==> config.mk <==
export PLATFORM = sky130hd
export DESIGN_NAME = hex_record_line_parser_top
export DESIGN_NICKNAME = d
export VERILOG_FILES = /design/src/hdl/hrlp_pkg.sv /design/src/hdl/hrlp_parser.sv /design/src/hdl/hrlp_out_queue.sv /design/src/hdl/hex_record_line_parser_top.sv
export VERILOG_INCLUDE_DIRS = /design/src /design/src/hdl
export SDC_FILE = /design/constraint.sdc
export NUM_CORES = 1
export LEC_CHECK = 0
export BUFFER_PORTS_ARGS = -buffer_cell sky130_fd_sc_hd__buf_2
export CAP_MARGIN = 20
export CORE_MARGIN = 4
export CORE_UTILIZATION = 45
export DETAILED_ROUTE_END_ITERATION = 8
export GPL_ROUTABILITY_DRIVEN = 0
export SYNTH_ARGS = -nofsm -noshare
export SYNTH_HDL_FRONTEND = slang
export SYNTH_SLANG_ARGS = --single-unit
export TNS_END_PERCENT = 5
==> constraint.sdc <==
create_clock -name clk -period 18.05 [get_ports clk]
set_clock_uncertainty 0.1 [all_clocks]
set_input_delay 2.7075 -clock clk [delete_from_list [all_inputs] [get_ports clk]]
set_output_delay 2.7075 -clock clk [all_outputs]
set_load 0.005 [all_outputs]
==> src/hdl/hex_record_line_parser_top_defines.svh <==
// ----------------------------------------------------------------------------
// hex record line parser assertion macros
// implication checks that are compiled in for simulation and empty for synthesis
// ----------------------------------------------------------------------------
`ifndef HEX_RECORD_LINE_PARSER_TOP_DEFINES_SVH
`define HEX_RECORD_LINE_PARSER_TOP_DEFINES_SVH

`ifndef SYNTHESIS

`define HRLP_ASSERT_IMPLY(label, clk_sig, rst_sig, ante, cons, msg) \
    label: assert property (@(posedge clk_sig) disable iff (!rst_sig) (ante) |-> (cons)) \
        else $error(msg);

`define HRLP_ASSERT_NEXT(label, clk_sig, rst_sig, ante, cons, msg) \
    label: assert property (@(posedge clk_sig) disable iff (!rst_sig) (ante) |=> (cons)) \
        else $error(msg);

`else

`define HRLP_ASSERT_IMPLY(label, clk_sig, rst_sig, ante, cons, msg)

`define HRLP_ASSERT_NEXT(label, clk_sig, rst_sig, ante, cons, msg)

`endif

`endif

==> src/hdl/hrlp_pkg.sv <==
// ----------------------------------------------------------------------------
// hrlp_pkg
// shared types, character constants and the nibble conversion of the parser
// ----------------------------------------------------------------------------
`default_nettype none

package hrlp_pkg;

    typedef enum logic [1:0]
    {
        PH_WAIT,
        PH_HEADER,
        PH_DATA,
        PH_DONE
    } phase_t;

    localparam logic [7:0] COLON_CHAR = 8'h3A;
    localparam logic [7:0] DIGIT_ZERO = 8'h30;
    localparam logic [7:0] DIGIT_NINE = 8'h39;
    localparam logic [7:0] UPPER_A    = 8'h41;
    localparam logic [7:0] LOWER_A    = 8'h61;
    localparam logic [7:0] LOWER_F    = 8'h66;
    localparam logic [7:0] CASE_GAP   = 8'd32;
    localparam logic [3:0] HEX_TEN    = 4'd10;

    localparam logic [1:0] HDR_LENGTH    = 2'd0;
    localparam logic [1:0] HDR_OFFSET_HI = 2'd1;
    localparam logic [1:0] HDR_OFFSET_LO = 2'd2;
    localparam logic [1:0] HDR_TYPE      = 2'd3;

    localparam int QUEUE_DEPTH = 2;

    typedef struct packed
    {
        logic [7:0]  data_byte;
        logic        has_data;
        logic [7:0]  byte_index;
        logic [7:0]  record_length;
        logic [15:0] load_offset;
        logic [7:0]  record_kind;
        logic        last;
    } result_t;

    function automatic logic [3:0] char_to_nibble(input logic [7:0] c);
        logic [7:0] v;
        logic [3:0] n;
        v = c;
        if ((c >= LOWER_A) && (c <= LOWER_F))
        begin
            v = c - CASE_GAP;
        end
        if (v <= DIGIT_NINE)
        begin
            n = v[3:0] - DIGIT_ZERO[3:0];
        end
        else
        begin
            n = v[3:0] - UPPER_A[3:0] + HEX_TEN;
        end
        return n;
    endfunction

endpackage

`default_nettype wire

==> src/hdl/hrlp_parser.sv <==
// ----------------------------------------------------------------------------
// hrlp_parser
// record state machine: pairs nibbles into bytes, keeps header, forms results
// ----------------------------------------------------------------------------
`default_nettype none

module hrlp_parser
(
    input  wire logic            clk,
    input  wire logic            rst_n,
    input  wire logic            take,
    input  wire logic [7:0]      character,
    output logic                 res_push,
    output hrlp_pkg::result_t    res_data
);
    import hrlp_pkg::*;

    phase_t      phase_reg,          phase_next;
    logic        pending_reg,        pending_next;
    logic [3:0]  high_nibble_reg,    high_nibble_next;
    logic [1:0]  hdr_count_reg,      hdr_count_next;
    logic [7:0]  length_reg,         length_next;
    logic [15:0] offset_reg,         offset_next;
    logic [7:0]  type_reg,           type_next;
    logic [7:0]  data_count_reg,     data_count_next;

    logic [7:0]  byte_val;
    logic        byte_done;
    logic        is_colon;
    logic        in_record;
    logic        last_data;

    assign is_colon  = (character == COLON_CHAR);
    assign in_record = (phase_reg == PH_HEADER) || (phase_reg == PH_DATA);
    assign byte_val  = {high_nibble_reg, char_to_nibble(character)};
    assign byte_done = take && !is_colon && in_record && pending_reg;
    assign last_data = ({1'b0, data_count_reg} + 9'd1) == {1'b0, length_reg};

    // next state
    always_comb
    begin
        phase_next       = phase_reg;
        pending_next     = pending_reg;
        high_nibble_next = high_nibble_reg;
        hdr_count_next   = hdr_count_reg;
        length_next      = length_reg;
        offset_next      = offset_reg;
        type_next        = type_reg;
        data_count_next  = data_count_reg;
        if (take)
        begin
            if (is_colon)
            begin
                phase_next       = PH_HEADER;
                pending_next     = 1'b0;
                high_nibble_next = 4'd0;
                hdr_count_next   = 2'd0;
                length_next      = 8'd0;
                offset_next      = 16'd0;
                type_next        = 8'd0;
                data_count_next  = 8'd0;
            end
            else if (in_record && !pending_reg)
            begin
                high_nibble_next = char_to_nibble(character);
                pending_next     = 1'b1;
            end
            else if (in_record)
            begin
                pending_next = 1'b0;
                if (phase_reg == PH_HEADER)
                begin
                    unique case (hdr_count_reg)
                        HDR_LENGTH:    length_next = byte_val;
                        HDR_OFFSET_HI: offset_next = {byte_val, offset_reg[7:0]};
                        HDR_OFFSET_LO: offset_next = {offset_reg[15:8], byte_val};
                        HDR_TYPE:      type_next   = byte_val;
                        default:       type_next   = byte_val;
                    endcase
                    hdr_count_next = hdr_count_reg + 2'd1;
                    if (hdr_count_reg == HDR_TYPE)
                    begin
                        data_count_next = 8'd0;
                        phase_next      = (length_reg == 8'd0) ? PH_DONE : PH_DATA;
                    end
                end
                else
                begin
                    data_count_next = data_count_reg + 8'd1;
                    if (last_data)
                    begin
                        phase_next = PH_DONE;
                    end
                end
            end
        end
    end

    // result
    always_comb
    begin
        res_push               = 1'b0;
        res_data.data_byte     = 8'd0;
        res_data.has_data      = 1'b0;
        res_data.byte_index    = 8'd0;
        res_data.record_length = length_reg;
        res_data.load_offset   = offset_reg;
        res_data.record_kind   = type_reg;
        res_data.last          = 1'b0;
        if (byte_done)
        begin
            if (phase_reg == PH_HEADER)
            begin
                if ((hdr_count_reg == HDR_TYPE) && (length_reg == 8'd0))
                begin
                    res_push             = 1'b1;
                    res_data.record_kind = byte_val;
                    res_data.last        = 1'b1;
                end
            end
            else
            begin
                res_push            = 1'b1;
                res_data.data_byte  = byte_val;
                res_data.has_data   = 1'b1;
                res_data.byte_index = data_count_reg;
                res_data.last       = last_data;
            end
        end
    end

    always_ff @(posedge clk or negedge rst_n)
    begin
        if (!rst_n)
        begin
            phase_reg       <= PH_WAIT;
            pending_reg     <= 1'b0;
            high_nibble_reg <= 4'd0;
            hdr_count_reg   <= 2'd0;
            length_reg      <= 8'd0;
            offset_reg      <= 16'd0;
            type_reg        <= 8'd0;
            data_count_reg  <= 8'd0;
        end
        else
        begin
            phase_reg       <= phase_next;
            pending_reg     <= pending_next;
            high_nibble_reg <= high_nibble_next;
            hdr_count_reg   <= hdr_count_next;
            length_reg      <= length_next;
            offset_reg      <= offset_next;
            type_reg        <= type_next;
            data_count_reg  <= data_count_next;
        end
    end

endmodule

`default_nettype wire

==> src/hdl/hrlp_out_queue.sv <==
// ----------------------------------------------------------------------------
// hrlp_out_queue
// two-entry result register with skid slot on the output channel
// ----------------------------------------------------------------------------
`default_nettype none

module hrlp_out_queue
(
    input  wire logic              clk,
    input  wire logic              rst_n,
    input  wire logic              push,
    input  wire hrlp_pkg::result_t push_data,
    output logic                   full,
    output logic                   head_valid,
    input  wire logic              head_stall,
    output hrlp_pkg::result_t      head_data
);
    import hrlp_pkg::*;

    logic [1:0] count_reg,  count_next;
    result_t    slot0_reg,  slot0_next;
    result_t    slot1_reg,  slot1_next;
    logic       pop;

    assign head_valid = (count_reg != 2'd0);
    assign full       = (count_reg == 2'(QUEUE_DEPTH));
    assign head_data  = slot0_reg;
    assign pop        = head_valid && !head_stall;

    always_comb
    begin
        count_next = count_reg;
        slot0_next = slot0_reg;
        slot1_next = slot1_reg;
        unique case ({push, pop})
            2'b11:
            begin
                if (count_reg == 2'd1)
                begin
                    slot0_next = push_data;
                end
                else
                begin
                    slot0_next = slot1_reg;
                    slot1_next = push_data;
                end
            end
            2'b01:
            begin
                slot0_next = slot1_reg;
                count_next = count_reg - 2'd1;
            end
            2'b10:
            begin
                if (count_reg == 2'd0)
                begin
                    slot0_next = push_data;
                end
                else
                begin
                    slot1_next = push_data;
                end
                count_next = count_reg + 2'd1;
            end
            default:
            begin
                count_next = count_reg;
            end
        endcase
    end

    always_ff @(posedge clk or negedge rst_n)
    begin
        if (!rst_n)
        begin
            count_reg <= 2'd0;
        end
        else
        begin
            count_reg <= count_next;
        end
    end

    always_ff @(posedge clk)
    begin
        slot0_reg <= slot0_next;
        slot1_reg <= slot1_next;
    end

endmodule

`default_nettype wire

==> src/hdl/hex_record_line_parser_top.sv <==
// ----------------------------------------------------------------------------
// hex_record_line_parser_top
// parses hex record text one character per transfer into data byte results
//
//   channel   direction  handshake                    payload
//   text      in         text_valid / text_stall      character
//   result    out        result_valid / result_stall  data_byte .. last
//
// one character per cycle while text_stall is low; a result reaches the output
// through the input register, then the parser into the output register
// the parser state is registered and updates from the registered character
// reset clears the parser to waiting for a colon and empties the output queue
// text_stall rises only while both output entries hold results not yet taken
// ----------------------------------------------------------------------------
`default_nettype none

`include "hex_record_line_parser_top_defines.svh"

module hex_record_line_parser_top
(
    input  wire logic        clk,
    input  wire logic        rst_n,
    input  wire logic        text_valid,
    output logic             text_stall,
    input  wire logic [7:0]  character,
    output logic             result_valid,
    input  wire logic        result_stall,
    output logic [7:0]       data_byte,
    output logic             has_data,
    output logic [7:0]       byte_index,
    output logic [7:0]       record_length,
    output logic [15:0]      load_offset,
    output logic [7:0]       record_kind,
    output logic             last
);
    import hrlp_pkg::*;

    logic       hold_valid_reg;
    logic [7:0] hold_char_reg;
    logic       q_full;
    logic       take;
    logic       res_push;
    result_t    res_data;
    result_t    head_data;

    assign text_stall = hold_valid_reg && q_full;
    assign take       = hold_valid_reg && !q_full;

    // input register
    always_ff @(posedge clk or negedge rst_n)
    begin
        if (!rst_n)
        begin
            hold_valid_reg <= 1'b0;
        end
        else if (!text_stall)
        begin
            hold_valid_reg <= text_valid;
        end
    end

    always_ff @(posedge clk)
    begin
        if (text_valid && !text_stall)
        begin
            hold_char_reg <= character;
        end
    end

    hrlp_parser u_parser
    (
        .clk       (clk),
        .rst_n     (rst_n),
        .take      (take),
        .character (hold_char_reg),
        .res_push  (res_push),
        .res_data  (res_data)
    );

    hrlp_out_queue u_out_queue
    (
        .clk        (clk),
        .rst_n      (rst_n),
        .push       (res_push),
        .push_data  (res_data),
        .full       (q_full),
        .head_valid (result_valid),
        .head_stall (result_stall),
        .head_data  (head_data)
    );

    assign data_byte     = head_data.data_byte;
    assign has_data      = head_data.has_data;
    assign byte_index    = head_data.byte_index;
    assign record_length = head_data.record_length;
    assign load_offset   = head_data.load_offset;
    assign record_kind   = head_data.record_kind;
    assign last          = head_data.last;

    `HRLP_ASSERT_IMPLY(a_last_matches_index, clk, rst_n, result_valid && has_data, last == ((byte_index + 8'd1) == record_length), "last flag disagrees with byte index")
    `HRLP_ASSERT_IMPLY(a_empty_record_form, clk, rst_n, result_valid && !has_data, last && (record_length == 8'd0) && (data_byte == 8'd0) && (byte_index == 8'd0), "header-only result malformed")
    `HRLP_ASSERT_IMPLY(a_stall_needs_backlog, clk, rst_n, text_stall, result_valid, "text stalled with no result waiting")
    `HRLP_ASSERT_NEXT(a_backlog_moves, clk, rst_n, result_valid && !result_stall && !text_valid && !hold_valid_reg, !text_stall, "stall held after output drained")

endmodule

`default_nettype wire
After elaboration in Yosys (flattened, before gate mapping)
Cells that the tools add are included.
{"block": "totals", "ff_bits": 160, "latch_bits": 0, "mem_bits_rw": 0, "rom_bits": 0, "in_bits": 12, "out_inout_bits": 52, "word_cells": 160, "n_memories": 0}
{"block": "classes", "add_sub_neg": 10, "n_mul": 0, "div_mod_pow": 0, "order_cmp": 4, "eq_ne": 19, "shifts": 0, "muxes": 58, "bitwise": 0, "reduce_logical": 43}
{"operator": "$mux 50", "n": 4}
{"operator": "$mux 8", "n": 20}
{"operator": "$pmux 50 s3", "n": 1}
{"operator": "$pmux 50 s2", "n": 1}
{"operator": "$mux 16", "n": 4}
{"operator": "$mux 17", "n": 2}
{"operator": "$pmux 16 s2", "n": 1}
{"operator": "$mux 2", "n": 10}
{"operator": "$reduce_bool 2->1", "n": 10}
{"operator": "$mux 9", "n": 2}
{"operator": "$le 8x6->1 const B", "n": 2}
{"operator": "$mux 4", "n": 4}
{"operator": "$reduce_and 5->1", "n": 3}
{"operator": "$eq 2x2->1 const B", "n": 6}
{"operator": "$reduce_and 6->1", "n": 2}
{"operator": "$logic_and 1x1->1", "n": 10}
{"operator": "$add 8x1->9 const B", "n": 1}
{"operator": "$eq 9x8->1", "n": 1}
{"operator": "$reduce_bool 3->1", "n": 3}
{"operator": "$add 4x4->4 const B", "n": 2}
{"operator": "$add 8x1->8 const B", "n": 1}
{"operator": "$eq 2x1->1 const B", "n": 4}
{"operator": "$eq 8x6->1 const B", "n": 1}
{"operator": "$ge 8x7->1 const B", "n": 1}
{"operator": "other kinds (17)", "n": 38}

Logic depth before layout (Yosys ltp)
Gate-level depths: netlist of the first run.
{"block": "depth", "word_depth": 11, "depth_mapped": 12, "ltp_nobuf": 10}

Modules after synthesis
Synthesis of the first run repeated with hierarchy kept, for this count alone.
{"block": "hier_totals", "cells_unflattened": 641, "area_unflattened_um2": 8079.0}
{"module": "hrlp_out_queue", "instances": 1, "cells_each": 307, "area_per_inst_um2": 4777.1, "seq_area_each_um2": 3052.9}
{"module": "hrlp_parser", "instances": 1, "cells_each": 321, "area_per_inst_um2": 3004.1, "seq_area_each_um2": 1226.2}
{"module": "hex_record_line_parser_top", "instances": 1, "cells_each": 13, "area_per_inst_um2": 297.8, "seq_area_each_um2": 265.3}

Worst setup path before layout of the first run
Ideal clock, no wire load.
{"block": "synth_path", "path_type": "input-to-reg", "startpoint": "input result_stall", "endpoint": "register u_out_queue.slot1_reg[0] in the netlist's numbering, enable pin", "setup_ns": 0.474, "arrival_time_ns": 6.077, "required_ns": 17.476, "path_slack_ns": 11.398, "cell_stages": 7, "n_path_buf": 2, "cell_sequence": "nor2_1 -> inv_1 -> ha_1 -> buf_1 -> buf_2 -> o21ai_0 -> a21oi_1"}
{"block": "synth_between", "elab_chain_len": 5, "word_cells_on_any_way": 8, "classes_between": "eq/ne (4); reduce/logical (4)"}
{"element": "start: declaration", "line": "hex_record_line_parser_top.sv:27", "source": "input wire logic result_stall,"}
{"element": "$logic_not 1->1 *", "line": "hrlp_out_queue.sv:28", "source": "assign pop = head_valid && !head_stall;"}
{"element": "$logic_and 1x1->1 *", "line": "hrlp_out_queue.sv:28"}
{"element": "$eq 2x2->1", "line": "hrlp_out_queue.sv:35", "source": "unique case ({push, pop})"}
{"element": "$ne 2x2->1 (no source line) or $reduce_bool 2->1 (tied branches)"}
{"element": "$reduce_and 3->1 (no source line) *"}
{"element": "end signal: assignment", "line": "hrlp_out_queue.sv:87", "source": "slot1_reg <= slot1_next;"}
{"element": "end: declaration", "line": "hrlp_out_queue.sv:22", "source": "result_t slot1_reg, slot1_next;"}
Every way passes the cells marked *; elsewhere a longest branch is shown, timed or not.
A chain may end at the register's enable or synchronous reset.

Worst setup path after layout of the first run
{"block": "layout_path", "startpoint": "input result_stall", "endpoint": "register u_out_queue.slot1_reg[38] in the netlist's numbering, enable pin"}
The elaborated chain is that of the path after synthesis.

==> results of run 1 <==
[routing by layer]
metal	up-vias	GRT usage, %	part of all wire (%)
li1	2662	-	-
met1	2745	26.6	48
met2	164	28.2	46
met3	18	3.76	5.0
met4	0	4.53	1.2
met5	-	0	0
[power breakdown]
| part | internal, mW | switching, mW |
|---|---|---|
| Sequential | 0.460 | 0.0182 |
| Combinational | 0.113 | 0.173 |
| Clock | 0.202 | 0.140 |
| Total | 0.775 | 0.331 |
[cells in the mapped netlist, types with 4 or more instances]
cell,instances
edfxtp_1,108
nand2_1,98
dfrtp_1,52
o21ai_0,51
a21oi_1,46
clkbuf_1,36
nor2_1,29
inv_1,25
a221oi_1,24
ha_1,18
mux2i_1,16
and2_1,14
o31ai_1,13
a22o_1,12
a32oi_1,11
nand2b_1,11
nand3_1,10
o22ai_1,8
nand4_1,6
nor2b_1,6
or4_1,6
buf_2,5
mux2_2,5
nor3_1,5
o21ai_1,5
xnor2_1,5
a21boi_0,4
a21o_1,4
buf_1,4
or2_2,4
xor2_1,4
[path summary, 6_finish.rpt]
check                                                      end  slack, ns                        startpoint  cells past startpoint
hold / removal                u_parser.type_reg[2]$_DFFE_PN0P_       0.39  u_parser.type_reg[2]$_DFFE_PN0P_                      2
setup / recovery           u_out_queue.slot1_reg[38]$_DFFE_PP_      13.19                      result_stall                      8
max in group asynchronous   u_parser.offset_reg[4]$_DFFE_PN0P_      15.06                             rst_n                      2
min in group asynchronous   u_parser.offset_reg[1]$_DFFE_PN0P_       2.31                             rst_n                      2
setup reg to reg           u_out_queue.head_data[45]$_DFFE_PP_      13.49        hold_char_reg[0]$_DFFE_PP_                     12
hold reg to reg               u_parser.type_reg[2]$_DFFE_PN0P_       0.39  u_parser.type_reg[2]$_DFFE_PN0P_                      2
[cells in the final DEF, fill, tap and decap left out, types with 6 or more instances in the layout]
master	instances
a32oi_1	11
nand2_1	98
buf_4	8
nand3_1	10
nand2b_1	11
o31ai_1	13
nor2_1	29
mux2i_1	16
a22o_1	12
o22ai_1	8
a21oi_1	45
a221oi_1	24
or4_1	6
buf_2	64
inv_1	25
dfrtp_1	52
clkbuf_16	17
and2_1	14
edfxtp_1	108
nor2b_1	6
nand4_1	6
ha_1	16
o21ai_0	50
[tightest hold or removal path: stages (launching register included)]
cell and delay, ns:
dfrtp_1 0.35, nand2_1 0.05, o31ai_1 0.05
[cell families after synthesis]
group | share of synthesized area [%]
AND/OR/NAND/NOR | 13.1
flip-flops | 59.1
AO/OA/AOI/OAI | 17.2
buffers and inverters | 3.84
adder cells (fa/ha/maj) | 2.93
multiplexers | 2.81
XOR/XNOR | 1.02
[area by class of cell]
| type | count | area [µm²] | area share, % |
|---|---|---|---|
| clock buffer | 20 | 437 | 4.99 |
| clock inverter | 12 | 121 | 1.39 |
| inverter | 26 | 97.6 | 1.12 |
| multi-input combinational | 456 | 2880 | 32.9 |
| sequential | 160 | 4540 | 51.9 |
| tap | 220 | 275 | 3.15 |
| timing repair buffer | 73 | 393 | 4.49 |
==> metrics.txt, run 1 <==
Setup CP Type=input port to register; Die X=about 140 µm; initial antenna violation count=0; Area growth syn-to-layout=13.7%; Inserted Diodes=0; Critical Path Sink Type=register; Synth area leaders=edfxtp_1 42%, dfrtp_1 17%, nand2_1 4.8%, o21ai_0 3.3%, a21oi_1 3.0%; ys async rst share=32.5%; vias per inst=between 5 and 6; die area=~19000 µm²; worst-path fanout max=40; ratio of cells with drive above 1 in the final layout=between 15 and 20%; Root Buffer=clkbuf_16; Fmax=between 200 and 250 MHz; P per Cell Area=approximately 130 nW/µm²; post-cts repair resize count=0; Clock Path Buffers=2; CP Cell Sequence=buf_2, nor2_1, inv_1, ha_1, buf_4, o21ai_0, a21oi_4, buf_4; final WL=between 15 and 20 mm; WHS=0.388 ns; Slew @ Worst Pin=about 1.0 ns; clock sinks=160; largest net degree at the start of global routing=77; Post-synth EDFFs=108; Mapped Nets=slightly above 700; fin. max-slew vios=0; most frequent CP cell=buf_4; number of nets in the layout=around 760; Hold Crit Class=register to register; final setup fails=0; Detailed Routing Iterations Pass 1=5; unrepaired setup endpoints after global routing=no; Synth Warn #=0; status=finished clean; Core Util, Final=a little over half; post-synth cell types=60; die extent in y=~140 µm; DP Wirelength=roughly 12 mm; Worst Path Arrival=roughly 4.8 ns; Core Region=roughly 17000 µm²; worst-path cell with the longest stage delay=a21oi_4; Worst VDD drop=between 0.09 and 0.1 mV; CP Buf/Inv Count=4; fillcell total=1443; Max Cap Viol=0; final antenna-violating net count=0; critical path's top delay family=buffers and inverters; Via Count=approximately 5.6k; Syn Inst Count=690; grt ovf=0; CTS tree=yes; Total Power=between 1 and 1.5 mW; CP startpoint kind=input port; Yosys reg bits=160; CP required=~18 ns; vias in the first global route=~5.2k; TritonCTS buffer count=17; ys flop type=edfxtp_1; Ports=between 60 and 70; Starting Density=46.2%; syn_area_per_cell=between 10 and 15 µm²; CTS HTree Levels=4; Period Utilization, post-route=26.9%; Worst-Skew Late Latency=between 0.4 and 0.5 ns; Max-slew headroom=a little under a third; critical path's largest stage delay=approximately 0.52 ns; Post-Syn Area=7690 µm²; final hold vios=0; dpl cells=933; Final Non-Filler Cells=between 900 and 1k; Cell Rows=47; Finished Cell Area=roughly 8800 µm²; post-synth top area share=about 42%; first-pass GRT wire length=about 28 mm; Tot GR Track Use=between 10% and 20%; average wire per standard cell=approximately 18 µm; Leak Pwr=3.36 nW; Seq/Total Area, Yosys=59.1%; Hold-fix buffers, CTS=0; postcts setup bufs=0; initial drt markers=500; Post-DP Area=between 8000 and 9000 µm²; clock-pin slew on the worst setup and hold paths=0.06 ns; Setup WS post-layout=13.19 ns; TNS Setup=0 ns; pre-CTS setup slack=around 13 ns; DRC=0; PortBufs=63; area leader, netlist=edfxtp_1; Final min period=~5 ns
Note: power is estimated with default switching activity, not from simulation.
==> inputs of run 2 (changes only) <==
Settings changed: ABC_AREA from default to 1, PLACE_DENSITY from default to 0.65.
Clock period 18.05 ns to 4.3 ns, I/O delays scaled along.
==> run 2 against run 1 <==
  * Global-route usage is 1.6 points higher
  * Via count grew 13%
  * Worst hold slack lost 0.24 ns
  * Non-clock buffer count grew 3
  * Worst setup slack worse by 12 ns
  * Largest power group unchanged
  * Register-to-register slack worse by 13 ns
  * Total power grew to 4.5 times the previous value
  * Wire length increased by 7.1%
==> metrics.txt, run 2 <==
Max Cap Viol=0 (unchanged); Worst VDD drop=0.313 mV (+240%); worst-path fanout max=22 (-45%); Detailed Routing Iterations Pass 1=5 (unchanged); ys flop type=edfxtp_1; die extent in y=141 µm (+1.7%); status=finished clean; Leak Pwr=3.83 nW (+14%); post-synth top area share=40.6% (-1.5 points); ys async rst share=32.5% (unchanged); Root Buffer=clkbuf_16; final setup fails=0 (unchanged); Synth area leaders=edfxtp_1 41%, dfrtp_1 16%, nand2_1 12%, o21ai_0 5.5%, inv_1 4.6%; Starting Density=46.0% (-0.25 points); postcts setup bufs=0 (unchanged); clock sinks=160 (unchanged); DRC=0 (unchanged); Die X=141 µm (+1.7%); final WL=19.0 mm (+7.1%); Fmax=294 MHz; CTS tree=yes; final hold vios=0 (unchanged); Syn Inst Count=888 (+29%); vias per inst=5.36 (-7.2%); Area growth syn-to-layout=14.9%; Seq/Total Area, Yosys=56.9% (-2.1 points); P per Cell Area=537 nW/µm² (+320%); Ports=64 (unchanged); Clock Path Buffers=2 (unchanged); initial drt markers=429 (-14%); Post-synth EDFFs=108 (unchanged); vias in the first global route=6016 (+15%); Setup CP Type=register to register; Worst Path Arrival=3.43 ns (-1.40 ns); CP required=4.33 ns (-13.69 ns); Tot GR Track Use=19.8% (+1.6 points); Post-synth top cells=262 x nand2_1, 108 x edfxtp_1, 97 x inv_1; Yosys reg bits=160 (unchanged); Slew @ Worst Pin=0.911 ns (-0.135 ns); Cell Rows=48 (+2.1%); Mapped Nets=918 (+28%); Inserted Diodes=0 (unchanged); ratio of cells with drive above 1 in the final layout=12.9% (-2.6 points); Max-slew headroom=38.9% (+8.6 points); post-cts repair resize count=0 (unchanged); Post-Syn Area=7980 µm² (+3.7%); fin. max-slew vios=0 (unchanged); grt ovf=0 (unchanged); TritonCTS buffer count=17 (unchanged); DP Wirelength=12.2 mm (+4.0%); final antenna-violating net count=0 (unchanged); Synth Warn #=0 (unchanged); count leader, synth=nand2_1; Core Util, Final=52.9% (+0.27 points); commonest cells after routing, fill and taps aside=262 x nand2_1, 108 x edfxtp_1, 97 x inv_1; number of nets in the layout=972 (+27%); Worst-Skew Late Latency=0.43 ns (about the same); Via Count=6326 (+13%); commonest non-fill, non-tap cell in the layout=nand2_1; average wire per standard cell=16.1 µm (-12%); unrepaired setup endpoints after global routing=no; initial antenna violation count=0 (unchanged); PortBufs=63 (unchanged); Hold-fix buffers, CTS=0 (unchanged); Critical Path Sink Type=register; largest net degree at the start of global routing=79 (+2.6%); post-synth cell types=33 (-45%); die area=19900 µm² (+3.5%); Hold Crit Class=input port to async pin; first-pass GRT wire length=31.0 mm (+9.1%); Final min period=about 3.4 ns; clock-pin slew on the worst setup and hold paths=0.06 ns (about the same); Period Utilization, post-route=79.0%; area leader, netlist=edfxtp_1; CTS HTree Levels=4 (unchanged); syn_area_per_cell=8.99 µm² (-19%); CP startpoint kind=register; WHS=0.152 ns (-0.235 ns); Core Region=17400 µm² (+4.3%)
[run 2: power breakdown]
group	internal (mW)	switching [mW]	total (mW)
sequential	1.95	0.0578	2.00
clock	0.965	0.602	1.57
combinational	0.473	0.882	1.36
total	3.38	1.54	4.93
[run 2: path summary, 6_finish.rpt]
kind,from,cells after the start,end,slack [ns]
max,hold_char_reg[0]$_DFFE_PP_,13,u_out_queue.slot1_reg[42]$_DFFE_PP_,0.90
min,rst_n,1,u_parser.offset_reg[13]$_DFFE_PN0P_,0.15
max reg2reg,hold_char_reg[0]$_DFFE_PP_,13,u_out_queue.slot1_reg[42]$_DFFE_PP_,0.90
min reg2reg,u_parser.offset_reg[10]$_DFFE_PN0P_,0,u_out_queue.slot1_reg[19]$_DFFE_PP_,0.34
max in group asynchronous,rst_n,2,u_parser.offset_reg[0]$_DFFE_PN0P_,3.12
min in group clk,character[6],1,hold_char_reg[6]$_DFFE_PP_,0.28
[run 2: cell type report]
class,count,area (µm²)
Fill cell,1593,8180
Sequential cell,160,4540
Multi-Input combinational cell,587,2910
Timing Repair Buffer,76,463
Clock buffer,20,437
Inverter,100,375
Tap cell,225,282
Clock inverter,12,168
[run 2: per-layer routing]
metal	part of all wire, %	vias to the layer above	wire length (µm)	global-route usage, %
met5	0	-	0	0
met4	1.9	0	353	6.63
met3	5.6	29	1060	3.77
met2	49	192	9220	33.3
met1	44	3013	8320	25.9
li1	-	3092	-	-
[run 2: critical path: stages (launching register included)]
cell and delay [ns]:
edfxtp_1 0.44, inv_1 0.13, ha_1 0.15, inv_1 0.08, nor2_1 0.11, nand4_1 0.09
buf_4 0.19, nand2_1 0.13, a21oi_1 0.12, ha_1 0.23, inv_1 0.26, o22ai_1 0.18
a21oi_4 0.61, buf_12 0.27
[run 2: cell families (layout without fill, tap and decap cells)]
| logic type | Yosys count | after routing | synth area share (%) |
|---|---|---|---|
| AO/OA/AOI/OAI | 187 | 187 | 13.1 |
| XOR/XNOR | 4 | 4 | 0.439 |
| adder cells (fa/ha/maj) | 18 | 18 | 2.82 |
| buffers and inverters | 141 | 208 | 6.99 |
| flip-flops | 160 | 160 | 56.9 |
| AND/OR/NAND/NOR | 378 | 378 | 19.7 |
[run 2: metrics by stage]
stage	setup TNS (ns)	total power, mW	area [µm²]	setup slack [ns]	instances
after floorplan	-30.20	2.93	7980	-0.604	888
after global placement	0	3.38	8570	0.992	1148
after detailed placement	0	3.40	8570	0.939	1148
after CTS	0	4.98	9170	0.904	1180
after global routing	0	5.23	9170	0.683	1180
final	0	4.93	9170	0.902	1180
==> inputs of run 3 (changes only) <==
Settings changed: PLACE_DENSITY 0.65 to default.
Clock period 4.3 ns to 3.5 ns, I/O delays scaled along.
==> run 3 against run 2 <==
  * Core utilization shrank 0.18 points
  * Non-clock buffer count is 5 higher
  * Worst hold slack better by 0.020 ns
  * Wire length rose by 1.6%
  * Flip-flop and latch count stayed put
  * Clock power grew 15%
  * First-iteration DRC count rose by 16%
  * Critical path type unchanged
==> metrics.txt, run 3 (synthesized netlist as in run 2, its figures left out) <==
Leak Pwr=3.83 nW (about the same); Tot GR Track Use=20.2% (+0.32 points); largest net degree at the start of global routing=79 (unchanged); Fmax=323 MHz (+9.9%); Root Buffer=clkbuf_16; average wire per standard cell=16.2 µm (+1.1%); clock-pin slew on the worst setup and hold paths=0.07 ns (about the same); Clock Path Buffers=2 (unchanged); Cell Rows=48 (unchanged); r2r setup slk=0.41 ns (-0.50 ns); R2R cell count=14 (+1); number of nets in the layout=977 (+0.51%); TNS Setup=0 ns (unchanged); grt ovf=0 (unchanged); final WL=19.3 mm (+1.6%); status=finished clean; initial drt markers=497 (+16%); Worst Path Arrival=3.16 ns (-0.27 ns); die area=19900 µm² (unchanged); FF+latch area=4540 µm² (unchanged); Setup CP Type=register to register; Reg-to-Reg End=u_out_queue.head_data[19]$_DFFE_PP_; TritonCTS buffer count=17 (unchanged); CP required=3.57 ns (-0.76 ns); DRC=0 (unchanged); CTS tree=yes; Max Cap Viol=0 (unchanged); Via Count=6277 (-0.77%); Detailed Routing Iterations Pass 1=5 (unchanged); Die X=141 µm (unchanged); worst hold stages=1; Setup crit start=u_out_queue.count_reg[0]$_DFFE_PN0N_; postcts setup bufs=0 (unchanged); Inserted Diodes=0 (unchanged); Worst VDD drop=0.370 mV (+18%); WHS=0.173 ns (+0.0205 ns); Worst-Skew Late Latency=0.42 ns (about the same); Hold Crit Class=input port to register; CTS HTree Levels=4 (unchanged); Max-slew headroom=37.9% (-1.0 points); DP Wirelength=12.3 mm (+1.4%); Final min period=3.09 ns (-0.305 ns); Setup WS post-layout=0.407 ns (-0.495 ns); Period Utilization, post-route=88.4% (+9.4 points); unrepaired setup endpoints after global routing=no; CP startpoint kind=register; final setup fails=0 (unchanged); reg-to-reg critical path startpoint=u_out_queue.count_reg[0]$_DFFE_PN0N_; first-pass GRT wire length=31.6 mm (+1.9%); Multi-input gate area=2910 µm² (unchanged); commonest cells after routing, fill and taps aside=262 x nand2_1, 108 x edfxtp_1, 97 x inv_1; clock sinks=160 (unchanged); Area growth syn-to-layout=14.5%; PortBufs=63 (unchanged); post-cts repair resize count=0 (unchanged); Core Region=17400 µm² (unchanged); pre-CTS setup slack=0.446 ns (-0.493 ns); P per Cell Area=648 nW/µm² (+21%); initial antenna violation count=0 (unchanged); ratio of cells with drive above 1 in the final layout=13.2% (+0.35 points); worst-path fanout max=43 (+95%); Slew @ Worst Pin=0.926 ns (+0.0149 ns); fillcell total=1615 (+1.4%); Core Util, Final=52.7% (-0.18 points); final antenna-violating net count=0 (unchanged); vias in the first global route=6012 (-0.066%); worst setup path end=u_out_queue.head_data[19]$_DFFE_PP_; Critical Path Sink Type=register; vias per inst=5.30 (-1.2%); commonest non-fill, non-tap cell in the layout=nand2_1; fin. max-slew vios=0 (unchanged); Ports=64 (unchanged); final hold vios=0 (unchanged); Starting Density=46.0% (unchanged); die extent in y=141 µm (unchanged)
==> run 3: through the flow <==
stage	cell area (µm²)	std cells	total power, mW
2_1_floorplan	7990	888	3.59
3_3_place_gp	8560	1152	4.14
3_5_place_dp	8560	1152	4.17
4_1_cts	9140	1185	5.98
5_1_grt	9140	1185	6.31
6_report	9140	1185	5.92
==> run 3: worst max-delay path: stages (launching register included) <==
cell	delay, ns
dfrtp_1	0.38
inv_1	0.07
ha_1	0.21
inv_1	0.05
nand2_1	0.16
nor3_2	0.18
nand2_1	0.15
a21oi_1	0.34
inv_1	0.15
ha_1	0.32
clkinv_1	0.06
buf_4	0.39
a21oi_1	0.08
o21ai_0	0.12
nand2_1	0.08
==> run 3: worst min path at each step <==
| stage | start | to | slack, ns |
|---|---|---|---|
| floorplan | rst_n | hold_valid_reg$_DFFE_PN0N_ | 0.13 |
| global placement | u_parser.offset_reg[15]$_DFFE_PN0P_ | u_out_queue.slot1_reg[24]$_DFFE_PP_ | 0.33 |
| detailed placement | u_parser.offset_reg[7]$_DFFE_PN0P_ | u_out_queue.slot1_reg[16]$_DFFE_PP_ | 0.33 |
| CTS | character[3] | hold_char_reg[3]$_DFFE_PP_ | 0.16 |
| global route | character[5] | hold_char_reg[5]$_DFFE_PP_ | 0.15 |
| finish | character[3] | hold_char_reg[3]$_DFFE_PP_ | 0.17 |
==> run 3: where the power goes <==
part	internal (mW)	switching (mW)	total, mW
sequential	2.39	0.0746	2.47
combinational	0.576	1.08	1.66
clock	1.05	0.753	1.80
total	4.01	1.91	5.92
==> run 3: layer usage <==
layer	up-vias	wire, µm	global-route usage, %	share of wire [%]
met5	-	0	0	0
met4	0	223	5.15	1.2
met1	3000	8740	26.5	45
met2	159	9480	34.4	49
li1	3101	-	-	-
met3	17	803	3.87	4.2
==> run 3: what timing repair did <==
action | 4_1_cts | 5_1_grt
setup endpoints to repair | 0 | 0
hold buffers | 1 | 0
endpoints found under the hold margin | 15 | 0
==> run 3: final cells by class <==
type	instances	area share, %
Clock buffer	18	4.69
Clock inverter	14	1.55
Inverter	100	4.11
Multi-Input combinational cell	587	31.8
Sequential cell	160	49.7
Tap cell	225	3.08
Timing Repair Buffer	81	5.09
